==> src/rtl/core/chte_pkg.sv <==
// Package with the request and result types and constants of the chained hash table engine.
package chte_pkg;

  localparam int unsigned MaxBuckets = 64;
  localparam int unsigned ChainDepth = 8;
  localparam int unsigned NameBytes  = 8;
  localparam int unsigned KeyW       = 34;
  localparam int unsigned NameW      = 64;
  localparam int unsigned BucketW    = $clog2(MaxBuckets);
  localparam int unsigned PosW       = $clog2(ChainDepth);
  localparam int unsigned CountW     = $clog2(ChainDepth + 1);
  localparam int unsigned SlotW      = BucketW + PosW;
  localparam int unsigned SizeW      = 7;

  localparam logic [2:0] ReqInsert = 3'd0;
  localparam logic [2:0] ReqDelete = 3'd1;
  localparam logic [2:0] ReqSearch = 3'd2;
  localparam logic [2:0] ReqList   = 3'd3;
  localparam logic [2:0] ReqClear  = 3'd4;

  localparam logic [2:0] StSuccess  = 3'd0;
  localparam logic [2:0] StFailure  = 3'd1;
  localparam logic [2:0] StFound    = 3'd2;
  localparam logic [2:0] StNotFound = 3'd3;
  localparam logic [2:0] StFull     = 3'd4;
  localparam logic [2:0] StItem     = 3'd5;

  typedef struct packed {
    logic [2:0]       req_type;
    logic [KeyW-1:0]  key;
    logic [NameW-1:0] caller_name;
    logic [5:0]       list_bucket;
  } req_t;

  typedef struct packed {
    logic [2:0]       status;
    logic [NameW-1:0] found_caller;
    logic [5:0]       bucket_index;
    logic [KeyW-1:0]  listed_key;
    logic             last;
  } rsp_t;

  typedef struct packed {
    logic            start;
    logic [KeyW-1:0] key;
    logic [SizeW-1:0] modulus;
  } mod_req_t;

  function automatic logic [NameW-1:0] name_mask();
    logic [NameW-1:0] m;
    m = '0;
    for (int i = 0; i < NameBytes; i++) m[i*8 +: 8] = 8'hFF;
    return m;
  endfunction

endpackage

==> src/rtl/core/chte_mod.sv <==
// Restoring serial divider that gives a key modulo the table size, one bit a cycle.
module chte_mod (
  input  logic                         clk_i,
  input  logic                         rst_ni,
  input  chte_pkg::mod_req_t           req_i,
  output logic                         done_o,
  output logic [chte_pkg::SizeW-1:0]   rem_o
);

  localparam int unsigned CntW = $clog2(chte_pkg::KeyW + 1);

  logic [chte_pkg::KeyW-1:0]  shift_q, shift_d;
  logic [chte_pkg::SizeW:0]   rem_q, rem_d;
  logic [chte_pkg::SizeW-1:0] div_q, div_d;
  logic [CntW-1:0]            cnt_q, cnt_d;
  logic                       busy_q, busy_d;
  logic                       done_q, done_d;
  logic [chte_pkg::SizeW:0]   trial;

  always_comb begin
    shift_d = shift_q;
    rem_d   = rem_q;
    div_d   = div_q;
    cnt_d   = cnt_q;
    busy_d  = busy_q;
    done_d  = 1'b0;
    trial   = {rem_q[chte_pkg::SizeW-1:0], shift_q[chte_pkg::KeyW-1]};
    if (req_i.start) begin
      shift_d = req_i.key;
      rem_d   = '0;
      div_d   = req_i.modulus;
      cnt_d   = CntW'(chte_pkg::KeyW);
      busy_d  = 1'b1;
    end else if (busy_q) begin
      shift_d = {shift_q[chte_pkg::KeyW-2:0], 1'b0};
      if (trial >= {1'b0, div_q}) begin
        rem_d = trial - {1'b0, div_q};
      end else begin
        rem_d = trial;
      end
      cnt_d = cnt_q - 1'b1;
      if (cnt_q == CntW'(1)) begin
        busy_d = 1'b0;
        done_d = 1'b1;
      end
    end
  end

  always_ff @(posedge clk_i or negedge rst_ni) begin
    if (!rst_ni) begin
      busy_q <= 1'b0;
      done_q <= 1'b0;
      cnt_q  <= '0;
    end else begin
      busy_q <= busy_d;
      done_q <= done_d;
      cnt_q  <= cnt_d;
    end
  end

  always_ff @(posedge clk_i) begin
    shift_q <= shift_d;
    rem_q   <= rem_d;
    div_q   <= div_d;
  end

  assign done_o = done_q;
  assign rem_o  = rem_q[chte_pkg::SizeW-1:0];

endmodule

==> config.mk <==
export PLATFORM = sky130hd
export DESIGN_NAME = chte_mod
export DESIGN_NICKNAME = d
export VERILOG_FILES = /design/src/rtl/core/chte_pkg.sv /design/src/rtl/core/chte_mod.sv
export SDC_FILE = /design/constraint.sdc
export NUM_CORES = 1
export LEC_CHECK = 0
export ABC_CLOCK_PERIOD_IN_PS = 1800
export BUFFER_PORTS_ARGS = -buffer_cell sky130_fd_sc_hd__buf_2
export CAP_MARGIN = 30
export CORE_ASPECT_RATIO = 0.9
export CORE_MARGIN = 2
export CORE_UTILIZATION = 38
export DETAILED_ROUTE_END_ITERATION = 16
export PLACE_DENSITY_LB_ADDON = 0.12
export SLEW_MARGIN = 40
export SYNTH_ARGS = -nofsm -noshare
export SYNTH_HDL_FRONTEND = slang
export SYNTH_SLANG_ARGS = --single-unit
==> constraint.sdc <==
create_clock -name clk_i -period 1.8 [get_ports clk_i]
set_clock_uncertainty 0.1 [all_clocks]
set_input_delay 0.36 -clock clk_i [delete_from_list [all_inputs] [get_ports clk_i]]
set_output_delay 0.36 -clock clk_i [all_outputs]
set_load 0.02 [all_outputs]
==> impl_summary.log, run 1 <==
INFO  metric synth_simple_gate_area_share = 10.0%
INFO  metric cp_max_fo = 5
INFO  metric dr_total_vias = about 1800
INFO  metric final.setup.worst_slack = -36.4 ps
INFO  metric num_cts_buffers = 5
INFO  metric synth-async-reset-ratio = between 10% and 20%
INFO  metric synth.largest_area_cell = sky130_fd_sc_hd__edfxtp_1
INFO  metric n_antenna_cell = 0
INFO  metric first_pass_grt_wire_length = 8.81 mm
INFO  metric worstPathCellList = inv_1 > ha_2 > inv_2 > fa_2 > nand3_4 > a31o_4 > nand3_2 > a311oi_2
INFO  metric synthCells = 207
INFO  metric worst_ep_required_time = roughly 1900 ps
INFO  metric worst_hold_path.num_cells = 1
INFO  metric maximum_buffer_depth_of_the_clock_tree = 2
INFO  metric synth.most_common_cell = sky130_fd_sc_hd__edfxtp_1
INFO  metric routed_wire_length_per_instance = about 14 µm
INFO  metric areaGrowthSynthToFinish = 24.6%
INFO  metric postSynth.topFlopCell = sky130_fd_sc_hd__edfxtp_1
INFO  metric routed_wirelength = between 5 and 6 mm
INFO  metric drt_iter0_markers = 54
INFO  metric synth-edff-count = between 40 and 50
INFO  metric synth_area_in_compound_gates = just over 8%
INFO  metric rr_startpoint = shift_q[33]$_DFFE_PP_
INFO  metric max_cap_violations = 0
INFO  metric start_kind = register
INFO  metric yosysUniqueCellTypes = 46
INFO  metric powerDensity = 1030 nW/µm²
INFO  metric cpPeakStageDelay = 390 ps
INFO  metric route.antenna.remaining_nets = 0
INFO  metric final_core_density = 48.6%
INFO  metric port_buffers = 51
INFO  metric reg2reg_slack = -40 ps
INFO  metric grt_overflow = 0
INFO  metric class_of_the_tightest_hold_or_removal_check = primary input to register
INFO  metric total_switching_power = roughly 1.1 mW
INFO  metric grt_start_max_net_pins = 45
INFO  metric tightest_slew = between 200 and 300 ps
INFO  metric part_of_the_cycle_the_worst_path_needs = 102%
INFO  metric dp_hpwl = ~3.6 mm
INFO  metric die_width = 93.6 µm
INFO  metric p_leak = 1.48 nW
INFO  metric synth_seq_cells = 56
INFO  metric violations = negative setup slack
INFO  metric grt.total_usage = between 10% and 20%
INFO  metric power.share.sequential = a little under half
INFO  metric synth_top_family_by_area = multiplexers
INFO  metric fraction_of_power_consumed_by_combinational_cells = around a third
INFO  metric fraction_of_layout_instances_using_a_drive_strength_above_1 = around 48%
INFO  metric die_h = 84.7 µm
INFO  metric placeableCoreArea = just over 7000 µm²
INFO  metric synth.top_cells.by_count = sky130_fd_sc_hd__edfxtp_1 (41), sky130_fd_sc_hd__mux2_2 (34), sky130_fd_sc_hd__inv_1 (13)
INFO  metric synth.cell_area = roughly 2700 µm²
INFO  metric clk_transition_reported_paths = 100 ps
INFO  metric vdd_drop_max = 447 µV
INFO  metric clock_sink_count = 56
INFO  metric grt_antenna_before_repair = 0
INFO  metric drcViolationCount = 0
INFO  metric critPathCaptureType = register
INFO  metric synth_sequential_area_ratio = ~57%
INFO  metric design.final.nets = about 330
INFO  metric root_buffer = sky130_fd_sc_hd__clkbuf_8
INFO  metric run_status = finished with violations
INFO  metric pre_cts_slack = -137 ps
INFO  metric r2r_end = rem_q[0]$_SDFFE_PP0P_
INFO  metric worstPathArrival = about 2000 ps
INFO  metric initial_core_util = between 30% and 40%
INFO  metric hold_end = div_q[2]$_DFFE_PP_
INFO  metric timing.final.max_slew_violations = 0
INFO  metric pwr-share-clk = 19.8%
INFO  metric post_synth_xor_area_fraction = about 2.6%
INFO  metric yosysWarningCount = 0
INFO  metric max_slew_margin = just over 80%
INFO  metric tritonroute_pass_1_iters = 4
INFO  metric r2r_cells = 8
INFO  metric insertion_delay = between 300 and 400 ps
INFO  metric rsz0062_at_grt = true
INFO  metric timing.final.setup_violations = 5
INFO  metric power_report.internal_total = between 2 and 2.5 mW
INFO  metric fin_crit = ~1800 ps
INFO  metric synth_top_cells_by_area = sky130_fd_sc_hd__edfxtp_1 (45%), sky130_fd_sc_hd__mux2_2 (14%), sky130_fd_sc_hd__dfrtp_1 (7.3%)
INFO  metric worst_hold_startpoint = req_i[2]
INFO  metric tritoncts_clock_tree = yes
INFO  metric timing_worst_setup_path_type = register to register
INFO  metric netSwitchingFraction = 30.4%
INFO  metric share_of_cell_area_taken_by_muxes_after_synthesis = 13.9%
INFO  metric ios = 52
INFO  metric viasPerCell = 4.79
INFO  metric syn_avg_cell_area = roughly 13 µm²
INFO  metric critPathSlowestCell = sky130_fd_sc_hd__edfxtp_1
INFO  metric achievable-frequency = about 540 MHz
INFO  metric htree_levels = 2
INFO  metric synth_adder_area_share = around 4.8%
INFO  metric first_global_vias = 1832
INFO  metric die_area = between 7000 and 8000 µm²
INFO  metric row_count = 29
INFO  metric synth_nets = roughly 260
INFO  metric netlist.area_leader.share = 44.8%
INFO  metric finalHoldViolCount = 0
INFO  metric routabilityCongestion = approximately 0.80
==> area by class of cell <==
cell class              instances  area [µm²]
well taps                      93         116
clock buffers                   5        68.8
clock inverters                 3        21.3
inverters                      13        48.8
flip-flops and latches         56        1570
fillers                       678        3620
multi-input cells             129        1160
repair buffers                 72         432
==> cells by family (layout without fill, tap and decap cells) <==
| family | after synthesis | in the layout |
|---|---|---|
| DFF | 56 | 56 |
| and+or+nand+nor | 50 | 50 |
| muxes | 34 | 34 |
| AOI/OAI and AO/OA | 27 | 27 |
| buffers and inverters | 22 | 93 |
| adders and majority gates | 10 | 10 |
| xor gates and xnor gates | 8 | 8 |
==> timing repair <==
action,in CTS,in global routing
endpoints found under the setup margin,7,7
setup buffers,2,1
endpoints found under the hold margin,8,0
pin swaps,4,2
gates resized for setup,5,1
hold buffers,1,0
==> sequential cells by signal, summed over array words and instances, names as in the netlist <==
signal	flops
shift_q	34
div_q	7
rem_q	7
cnt_q	6
busy_q	1
done_o	1
==> stage by stage <==
stage               hold WS, ps  area, µm²  cells  power [mW]  setup TNS (ps)
finish                      122       3420    371        3.52            -112
global route               98.0       3420    371        3.75            -661
CTS                         108       3410    370        3.56           -98.2
detailed placement          112       3270    359        2.79            -559
global placement            113       3270    359        2.79            -208
floorplan                 -35.6       2800    207        2.44           -30.8
==> power by group through the flow <==
stage	clock [mW]	sequential (mW)	combinational, mW
floorplan	0	1.74	0.701
global placement	0	1.70	1.09
detailed placement	0	1.70	1.09
CTS	0.736	1.68	1.14
global route	0.779	1.70	1.28
finish	0.697	1.67	1.15
==> critical path: cells and delay by family (launching register included) <==
kind | cells | cell delay, ps
AO/OA/AOI/OAI | 2 | 450
adder cells (fa/ha/maj) | 2 | 540
buffers and inverters | 2 | 110
flip-flops | 1 | 390
AND/OR/NAND/NOR | 2 | 160
==> layer usage <==
metal	up-vias	wire [µm]	track usage (%)
met5	-	0	0
li1	912	-	-
met3	4	204	3.86
met4	0	62	3.95
met1	834	2590	19.7
met2	27	2270	22.2
==> worst max-delay path by stage <==
stage,from,endpoint,slack (ps),cells past startpoint
floorplan,shift_q[33]$_DFFE_PP_,rem_q[0]$_SDFFE_PP0P_,-20,9
global placement,shift_q[33]$_DFFE_PP_,rem_q[5]$_SDFFE_PP0P_,-90,9
detailed placement,shift_q[33]$_DFFE_PP_,rem_q[5]$_SDFFE_PP0P_,-140,9
CTS,shift_q[33]$_DFFE_PP_,rem_q[1]$_SDFFE_PP0P_,-30,8
global route,shift_q[33]$_DFFE_PP_,rem_q[5]$_SDFFE_PP0P_,-120,9
finish,shift_q[33]$_DFFE_PP_,rem_q[0]$_SDFFE_PP0P_,-40,8
==> cell usage in the layout (no fill, tap or decap), types with 2 or more instances in the layout <==
cell                       synthesis  routed
sky130_fd_sc_hd__a211oi_1          2       2
sky130_fd_sc_hd__a21o_1            3       3
sky130_fd_sc_hd__a31oi_1           4       4
sky130_fd_sc_hd__and3_1            9       9
sky130_fd_sc_hd__buf_2             0      51
sky130_fd_sc_hd__buf_4             0      18
sky130_fd_sc_hd__clkbuf_8          0       5
sky130_fd_sc_hd__dfrtp_1           8       8
sky130_fd_sc_hd__dfxtp_1           7       5
sky130_fd_sc_hd__dfxtp_2           0       2
sky130_fd_sc_hd__edfxtp_1         41      41
sky130_fd_sc_hd__ha_1              9       4
sky130_fd_sc_hd__ha_2              0       2
sky130_fd_sc_hd__ha_4              0       3
sky130_fd_sc_hd__inv_1            13      12
sky130_fd_sc_hd__mux2_2           34      34
sky130_fd_sc_hd__nand2_1           9       8
sky130_fd_sc_hd__nand3_1           6       4
sky130_fd_sc_hd__nor2_1           10      10
sky130_fd_sc_hd__nor2b_1           2       2
sky130_fd_sc_hd__nor3_1            2       2
sky130_fd_sc_hd__nor4_1            2       2
sky130_fd_sc_hd__o21ai_0           4       3
sky130_fd_sc_hd__o21ai_1           1       2
sky130_fd_sc_hd__o31ai_1           2       2
sky130_fd_sc_hd__or4b_1            2       2
sky130_fd_sc_hd__xnor2_1           6       6
sky130_fd_sc_hd__xor2_1            2       2
No activity file was read; power rests on OpenSTA's default activity.
==> inputs of run 2 (changes only) <==
--- a/config.mk
+++ b/config.mk
@@ -13,6 +13,7 @@
 export CORE_UTILIZATION = 38
 export DETAILED_ROUTE_END_ITERATION = 16
 export PLACE_DENSITY_LB_ADDON = 0.12
+export REMOVE_ABC_BUFFERS = 1
 export SLEW_MARGIN = 40
 export SYNTH_ARGS = -nofsm -noshare
 export SYNTH_HDL_FRONTEND = slang
==> run 2 against run 1 <==
  * The flow still finishes with violations (negative setup slack)
  * Largest power group unchanged
  * Critical endpoint is now rem_q[6]$_SDFFE_PP0P_
  * Cell count rose by 3.0%
  * Final area rose by 1.6%
  * Critical path depth stayed put
  * Combinational power grew 8%
  * Register-to-register slack is essentially flat
==> impl_summary.log, run 2 (synthesis results as in run 1) <==
INFO  metric layout_top_registers = shift_q x34, div_q x7, rem_q x7
INFO  metric route.antenna.remaining_nets = 0 (unchanged)
INFO  metric dr_total_vias = 1845 (+3.8%)
INFO  metric routabilityCongestion = 0.749 (-6.6%)
INFO  metric drcViolationCount = 0 (unchanged)
INFO  metric grt_antenna_before_repair = 0 (unchanged)
INFO  metric areaGrowthSynthToFinish = 26.5%
INFO  metric start_kind = register
INFO  metric grt.total_usage = 14.3% (+0.068 points)
INFO  metric placeableCoreArea = 7040 µm² (unchanged)
INFO  metric achievable-frequency = 544 MHz (about the same)
INFO  metric final_core_density = 49.4% (+0.76 points)
INFO  metric routed_wire_length_per_instance = 13.8 µm (-0.30%)
INFO  metric n_antenna_cell = 0 (unchanged)
INFO  metric routed_wirelength = 5.26 mm (+2.7%)
INFO  metric finalHoldViolCount = 0 (unchanged)
INFO  metric max_slew_margin = 79.0% (-2.1 points)
INFO  metric register_ranked_first_by_flip_flop_count = shift_q
INFO  metric worstPathArrival = 1950 ps (about the same)
INFO  metric grt.met2_usage = 21.1% (-1.1 points)
INFO  metric num_cts_buffers = 5 (unchanged)
INFO  metric grt_most_used_layer = met2
INFO  metric clk_transition_reported_paths = 110 ps (about the same)
INFO  metric run_status = finished with violations
INFO  metric initial_core_util = 39.0% (unchanged)
INFO  metric powerDensity = 1040 nW/µm² (+1.4%)
INFO  metric die_area = 7930 µm² (unchanged)
INFO  metric violations = negative setup slack
INFO  metric grt_overflow = 0 (unchanged)
INFO  metric timing.final.setup_violations = 3 (-2)
INFO  metric final_cell_count_no_fill = 382 (+3.0%)
INFO  metric viasPerCell = 4.83 (+0.84%)
INFO  metric timing_worst_setup_path_type = register to register
INFO  metric class_of_the_tightest_hold_or_removal_check = primary input to register
INFO  metric final.setup.worst_slack = -36.9 ps (-0.574 ps)
INFO  metric timing.final.max_slew_violations = 0 (unchanged)
INFO  metric layout_common_cells = sky130_fd_sc_hd__buf_2 (51), sky130_fd_sc_hd__edfxtp_1 (41), sky130_fd_sc_hd__mux2_2 (34)
INFO  metric dp_hpwl = 3.76 mm (+3.9%)
INFO  metric die_width = 93.6 µm (unchanged)
INFO  metric first_pass_grt_wire_length = 8.91 mm (+1.2%)
INFO  metric rsz0062_at_grt = true
INFO  metric part_of_the_cycle_the_worst_path_needs = 102% (about the same)
INFO  metric most_frequent_standard_cell_in_the_layout_excluding_fill_and_tap_cells = sky130_fd_sc_hd__buf_2
INFO  metric root_buffer = sky130_fd_sc_hd__clkbuf_8
INFO  metric p_leak = 1.53 nW (+3.9%)
INFO  metric met1_usage = 20.7% (+0.97 points)
INFO  metric grt_start_max_net_pins = 23 (-49%)
INFO  metric dp.cells = 372 (+3.6%)
INFO  metric tritonroute_pass_1_iters = 4 (unchanged)
INFO  metric htree_levels = 2 (unchanged)
INFO  metric largest_register_ff_count = 34 (unchanged)
INFO  metric max_cap_violations = 0 (unchanged)
INFO  metric globalRouteMet3Util = 3.68% (-0.18 points)
INFO  metric drt_iter0_markers = 74 (+37%)
INFO  metric vdd_drop_max = 462 µV (+3.5%)
INFO  metric cp_max_fo = 3 (-2)
INFO  metric row_count = 29 (unchanged)
INFO  metric worst_ep_required_time = 1910 ps (about the same)
INFO  metric first_global_vias = 1880 (+2.6%)
INFO  metric tritoncts_clock_tree = yes
INFO  metric ios = 52 (unchanged)
INFO  metric maximum_buffer_depth_of_the_clock_tree = 2 (unchanged)
INFO  metric port_buffers = 51 (unchanged)
INFO  metric fraction_of_layout_instances_using_a_drive_strength_above_1 = 48.1% (+0.26 points)
INFO  metric fin_crit = 1840 ps (+0.574 ps)
INFO  metric die_h = 84.7 µm (unchanged)
INFO  metric tightest_slew = 313 ps (+31.9 ps)
INFO  metric design.final.nets = 342 (+3.3%)
INFO  metric critPathCaptureType = register
INFO  metric insertion_delay = 310 ps (about the same)
INFO  metric clock_sink_count = 56 (unchanged)
==> run 2: cell type report <==
type                            count  area [µm²]
Multi-Input combinational cell    129        1140
Fill cell                         656        3560
Inverter                           13        48.8
Tap cell                           93         116
Clock buffer                        5        68.8
Clock inverter                      3        25.0
Timing Repair Buffer               83         509
Sequential cell                    56        1570
==> run 2: where the power goes <==
part	internal [mW]	leakage, nW	switching (mW)
Combinational	0.662	0.906	0.579
Clock	0.285	0.0452	0.443
Sequential	1.56	0.583	0.0965
==> run 2: per-stage QoR <==
stage	setup TNS, ps	hold slack, ps	power (mW)	area [µm²]	setup WS, ps
after global placement	-545	114	2.82	3300	-102
after floorplan	-6040	-35.6	2.35	2710	-155
after global routing	-799	107	3.85	3480	-149
after CTS	-133	101	3.62	3450	-59.0
final	-64.7	112	3.63	3480	-36.9
after detailed placement	-783	111	2.83	3300	-132
==> run 2: final timing paths <==
kind	from	to	slack [ps]	cells after the start
min	req_i[3]	div_q[3]$_DFFE_PP_	110	1
max in group asynchronous	rst_ni	cnt_q[5]$_DFFE_PN0P_	1120	2
max	div_q[0]$_DFFE_PP_	rem_q[6]$_SDFFE_PP0P_	-40	8
max reg2reg	div_q[0]$_DFFE_PP_	rem_q[6]$_SDFFE_PP0P_	-40	8
min reg2reg	cnt_q[2]$_DFFE_PN0P_	done_o$_DFF_PN0_	430	1
min in group asynchronous	rst_ni	cnt_q[0]$_DFFE_PN0P_	310	2
==> run 2: critical path: stages, from the launching register on <==
cell                       delay (ps)
sky130_fd_sc_hd__edfxtp_1         390
sky130_fd_sc_hd__ha_2             200
sky130_fd_sc_hd__inv_2             50
sky130_fd_sc_hd__fa_2             200
sky130_fd_sc_hd__nand3_2           80
sky130_fd_sc_hd__buf_6            140
sky130_fd_sc_hd__and4_1           180
sky130_fd_sc_hd__nor4_2           300
sky130_fd_sc_hd__o21ai_1           90
==> run 2: metal layers <==
metal | vias up | share of wire [%] | wire length (µm)
met3 | 11 | 5.7 | 299
met1 | 853 | 50 | 2640
li1 | 927 | - | -
met2 | 54 | 43 | 2240
met4 | 0 | 1.6 | 85
met5 | - | 0 | 0
==> run 2: repair_timing <==
item,in CTS,in global routing
setup endpoints to repair,7,7
pin swaps,11,4
hold buffers,1,0
resized for setup,9,5
endpoints found under the hold margin,8,0
buffers inserted,1,0
==> inputs of run 3 (changes only) <==
--- a/config.mk
+++ b/config.mk
@@ -6,12 +6,12 @@
 export NUM_CORES = 1
 export LEC_CHECK = 0
 export ABC_CLOCK_PERIOD_IN_PS = 1800
-export BUFFER_PORTS_ARGS = -buffer_cell sky130_fd_sc_hd__buf_2
 export CAP_MARGIN = 30
 export CORE_ASPECT_RATIO = 0.9
 export CORE_MARGIN = 2
 export CORE_UTILIZATION = 38
 export DETAILED_ROUTE_END_ITERATION = 16
+export DONT_BUFFER_PORTS = 1
 export PLACE_DENSITY_LB_ADDON = 0.12
 export REMOVE_ABC_BUFFERS = 1
 export SLEW_MARGIN = 40
==> run 3 against run 2 <==
  * The flow still finishes with violations (negative setup slack)
  * Sequential cell count unchanged
  * Power down 0.25%
  * Global-route usage down 0.49 points
  * Wire length up 0.49%
  * Die area unchanged
  * Register-to-register slack worse by 20 ps
  * Cell count down 14%
  * Sequential share of layout area up 3.6 points
  * Critical path type unchanged
  * Non-clock buffer count down 54
  * Sequential power about the same
  * Maximum frequency down 1.3%
  * Highest routed layer unchanged
  * Core utilization down 3.6 points
==> impl_summary.log, run 3 (synthesis results as in run 1) <==
INFO  metric layout_common_cells = sky130_fd_sc_hd__edfxtp_1 (41), sky130_fd_sc_hd__mux2_2 (34), sky130_fd_sc_hd__buf_4 (26)
INFO  metric grt_start_max_net_pins = 47 (+100%)
INFO  metric max_slew_margin = 75.4% (-3.6 points)
INFO  metric fraction_of_layout_instances_using_a_drive_strength_above_1 = 36.2% (-12 points)
INFO  metric multi_input_area = 1150 µm² (+1.1%)
INFO  metric ios = 52 (unchanged)
INFO  metric grt.met2_usage = 23.5% (+2.4 points)
INFO  metric drcViolationCount = 0 (unchanged)
INFO  metric worst_hold_path.num_cells = 1 (unchanged)
INFO  metric power.share.sequential = 46.1% (+0.3 points)
INFO  metric grt.total_usage = 13.8% (-0.49 points)
INFO  metric critPathCaptureType = register
INFO  metric worst_hold_startpoint = req_i[41]
INFO  metric achievable-frequency = 537 MHz (-1.3%)
INFO  metric worstPathArrival = 1970 ps (+20 ps)
INFO  metric reg2reg_slack = -60 ps (-20 ps)
INFO  metric row_count = 29 (unchanged)
INFO  metric r2r_end = rem_q[1]$_SDFFE_PP0P_
INFO  metric r2r_cells = 7 (-1)
INFO  metric part_of_the_cycle_the_worst_path_needs = 103% (+1.4 points)
INFO  metric placeableCoreArea = 7040 µm² (unchanged)
INFO  metric route.antenna.remaining_nets = 0 (unchanged)
INFO  metric timing.final.setup_violations = 3 (unchanged)
INFO  metric hold_end = cnt_q[3]$_DFFE_PN0P_
INFO  metric worst_hold_slack = 19.6 ps (-92.1 ps)
INFO  metric drt_iter0_markers = 22 (-70%)
INFO  metric layout_top_registers = shift_q x34, div_q x7, rem_q x7
INFO  metric port_buffers = 0 (-100%)
INFO  metric timing_worst_setup_path_type = register to register
INFO  metric rr_startpoint = div_q[0]$_DFFE_PP_
INFO  metric grt_most_used_layer = met2
INFO  metric vdd_drop_max = 448 µV (-3.1%)
INFO  metric fin_crit = 1860 ps (+24.6 ps)
INFO  metric powerDensity = 1120 nW/µm² (+7.6%)
INFO  metric met1_usage = 16.7% (-4.0 points)
INFO  metric p_leak = 1.31 nW (-15%)
INFO  metric areaGrowthSynthToFinish = 17.3%
INFO  metric run_status = finished with violations
INFO  metric timing.final.max_slew_violations = 0 (unchanged)
INFO  metric insertion_delay = 310 ps (about the same)
INFO  metric fraction_of_power_consumed_by_combinational_cells = 31.0% (-3.2 points)
INFO  metric root_buffer = sky130_fd_sc_hd__clkbuf_8
INFO  metric cp_max_fo = 6 (+3)
INFO  metric routed_wire_length_per_instance = 16.1 µm (+17%)
INFO  metric register_ranked_first_by_flip_flop_count = shift_q
INFO  metric first_pass_grt_wire_length = 8.51 mm (-4.5%)
INFO  metric viasPerCell = 5.13 (+6.2%)
INFO  metric routabilityCongestion = 0.782 (+4.5%)
INFO  metric maximum_buffer_depth_of_the_clock_tree = 2 (unchanged)
INFO  metric tritonroute_pass_1_iters = 4 (unchanged)
INFO  metric final.setup.worst_slack = -61.6 ps (-24.6 ps)
INFO  metric clock_sink_count = 56 (unchanged)
INFO  metric grt_antenna_before_repair = 0 (unchanged)
INFO  metric power_report.internal_total = 2.57 mW (+2.2%)
INFO  metric total_switching_power = 1.05 mW (-5.8%)
INFO  metric worst_ep_required_time = 1900 ps (about the same)
INFO  metric design.final.nets = 288 (-16%)
INFO  metric clk_transition_reported_paths = 100 ps (about the same)
INFO  metric die_h = 84.7 µm (unchanged)
INFO  metric start_kind = register
INFO  metric grt_overflow = 0 (unchanged)
INFO  metric area.sequential = 1570 µm² (unchanged)
INFO  metric first_global_vias = 1734 (-7.8%)
INFO  metric fin_total_pwr = 3.62 mW (-0.25%)
INFO  metric dp_hpwl = 3.73 mm (-0.65%)
INFO  metric initial_core_util = 39.0% (unchanged)
INFO  metric finalHoldViolCount = 0 (unchanged)
INFO  metric pwr-share-clk = 22.9% (+2.8 points)
INFO  metric class_of_the_tightest_hold_or_removal_check = primary input to register
INFO  metric tritoncts_clock_tree = yes
INFO  metric rsz0062_at_grt = true
INFO  metric num_cts_buffers = 5 (unchanged)
INFO  metric routed_wirelength = 5.29 mm (+0.49%)
INFO  metric tightest_slew = 369 ps (+55.1 ps)
INFO  metric die_area = 7930 µm² (unchanged)
INFO  metric dr_total_vias = 1683 (-8.8%)
INFO  metric largest_register_ff_count = 34 (unchanged)
INFO  metric violations = negative setup slack
INFO  metric fillCellCount = 678 (+3.4%)
INFO  metric most_frequent_standard_cell_in_the_layout_excluding_fill_and_tap_cells = sky130_fd_sc_hd__edfxtp_1
INFO  metric die_width = 93.6 µm (unchanged)
INFO  metric netSwitchingFraction = 29.1% (-1.7 points)
INFO  metric globalRouteMet3Util = 5.12% (+1.4 points)
INFO  metric n_antenna_cell = 0 (unchanged)
INFO  metric htree_levels = 2 (unchanged)
INFO  metric max_cap_violations = 0 (unchanged)
run 3: worst max-delay path by stage:
stage,from,end,slack [ps],cells past startpoint
final,div_q[0]$_DFFE_PP_,rem_q[1]$_SDFFE_PP0P_,-60,7
after global routing,shift_q[33]$_DFFE_PP_,rem_q[0]$_SDFFE_PP0P_,-130,8
after CTS,div_q[0]$_DFFE_PP_,rem_q[1]$_SDFFE_PP0P_,-80,7
after detailed placement,shift_q[33]$_DFFE_PP_,rem_q[2]$_SDFFE_PP0P_,-170,9
after global placement,shift_q[33]$_DFFE_PP_,rem_q[0]$_SDFFE_PP0P_,-110,8
after floorplan,busy_q$_DFF_PN0_,shift_q[0]$_SDFFCE_PN0P_,-150,2
run 3: what timing repair did:
| action | in CTS | in global routing |
|---|---|---|
| hold buffers | 3 | 0 |
| pin swaps | 8 | 7 |
| buffers inserted | 1 | 2 |
| gates resized for setup | 6 | 9 |
| setup endpoints to repair | 7 | 7 |
| hold endpoints to repair | 11 | 0 |
run 3: per-stage QoR:
| step | cell area, µm² | utilization, % | setup WS, ps | cells | TNS (ps) |
|---|---|---|---|---|---|
| 6_report | 3220 | 45.8 | -61.6 | 328 | -102 |
| 5_1_grt | 3220 | 45.8 | -134 | 328 | -607 |
| 4_1_cts | 3170 | 45.0 | -78.3 | 326 | -189 |
| 3_5_place_dp | 2990 | 42.5 | -175 | 314 | -1010 |
| 3_3_place_gp | 2990 | 42.5 | -109 | 314 | -563 |
| 2_1_floorplan | 2710 | - | -155 | 198 | -6040 |
run 3: power groups by stage:
stage / clock network [mW] / logic, mW / registers [mW]
6_report: 0.828 / 1.12 / 1.67
5_1_grt: 0.911 / 1.23 / 1.69
4_1_cts: 0.868 / 1.05 / 1.67
3_5_place_dp: 0 / 1.01 / 1.70
3_3_place_gp: 0 / 0.978 / 1.69
2_1_floorplan: 0 / 0.628 / 1.72
run 3: final cells by class:
type / count / share of cell area [%]
clock inverters: 3 / 1.32
flip-flops and latches: 56 / 48.8
well taps: 93 / 3.61
multi-input cells: 129 / 35.7
repair buffers: 29 / 6.99
inverters: 13 / 1.51
clock buffers: 5 / 2.14
run 3: worst max-delay path, stage by stage (launching register included):
cell	delay [ps]
sky130_fd_sc_hd__edfxtp_1	390
sky130_fd_sc_hd__ha_2	200
sky130_fd_sc_hd__inv_2	60
sky130_fd_sc_hd__fa_2	200
sky130_fd_sc_hd__nand3_2	80
sky130_fd_sc_hd__a31o_4	260
sky130_fd_sc_hd__and2_4	180
sky130_fd_sc_hd__o311a_1	290
run 3: layer usage:
layer | vias to the layer above | routed length [µm]
met5 | - | 0
met4 | 0 | 53
met3 | 7 | 360
met2 | 40 | 2590
met1 | 809 | 2280
li1 | 827 | -
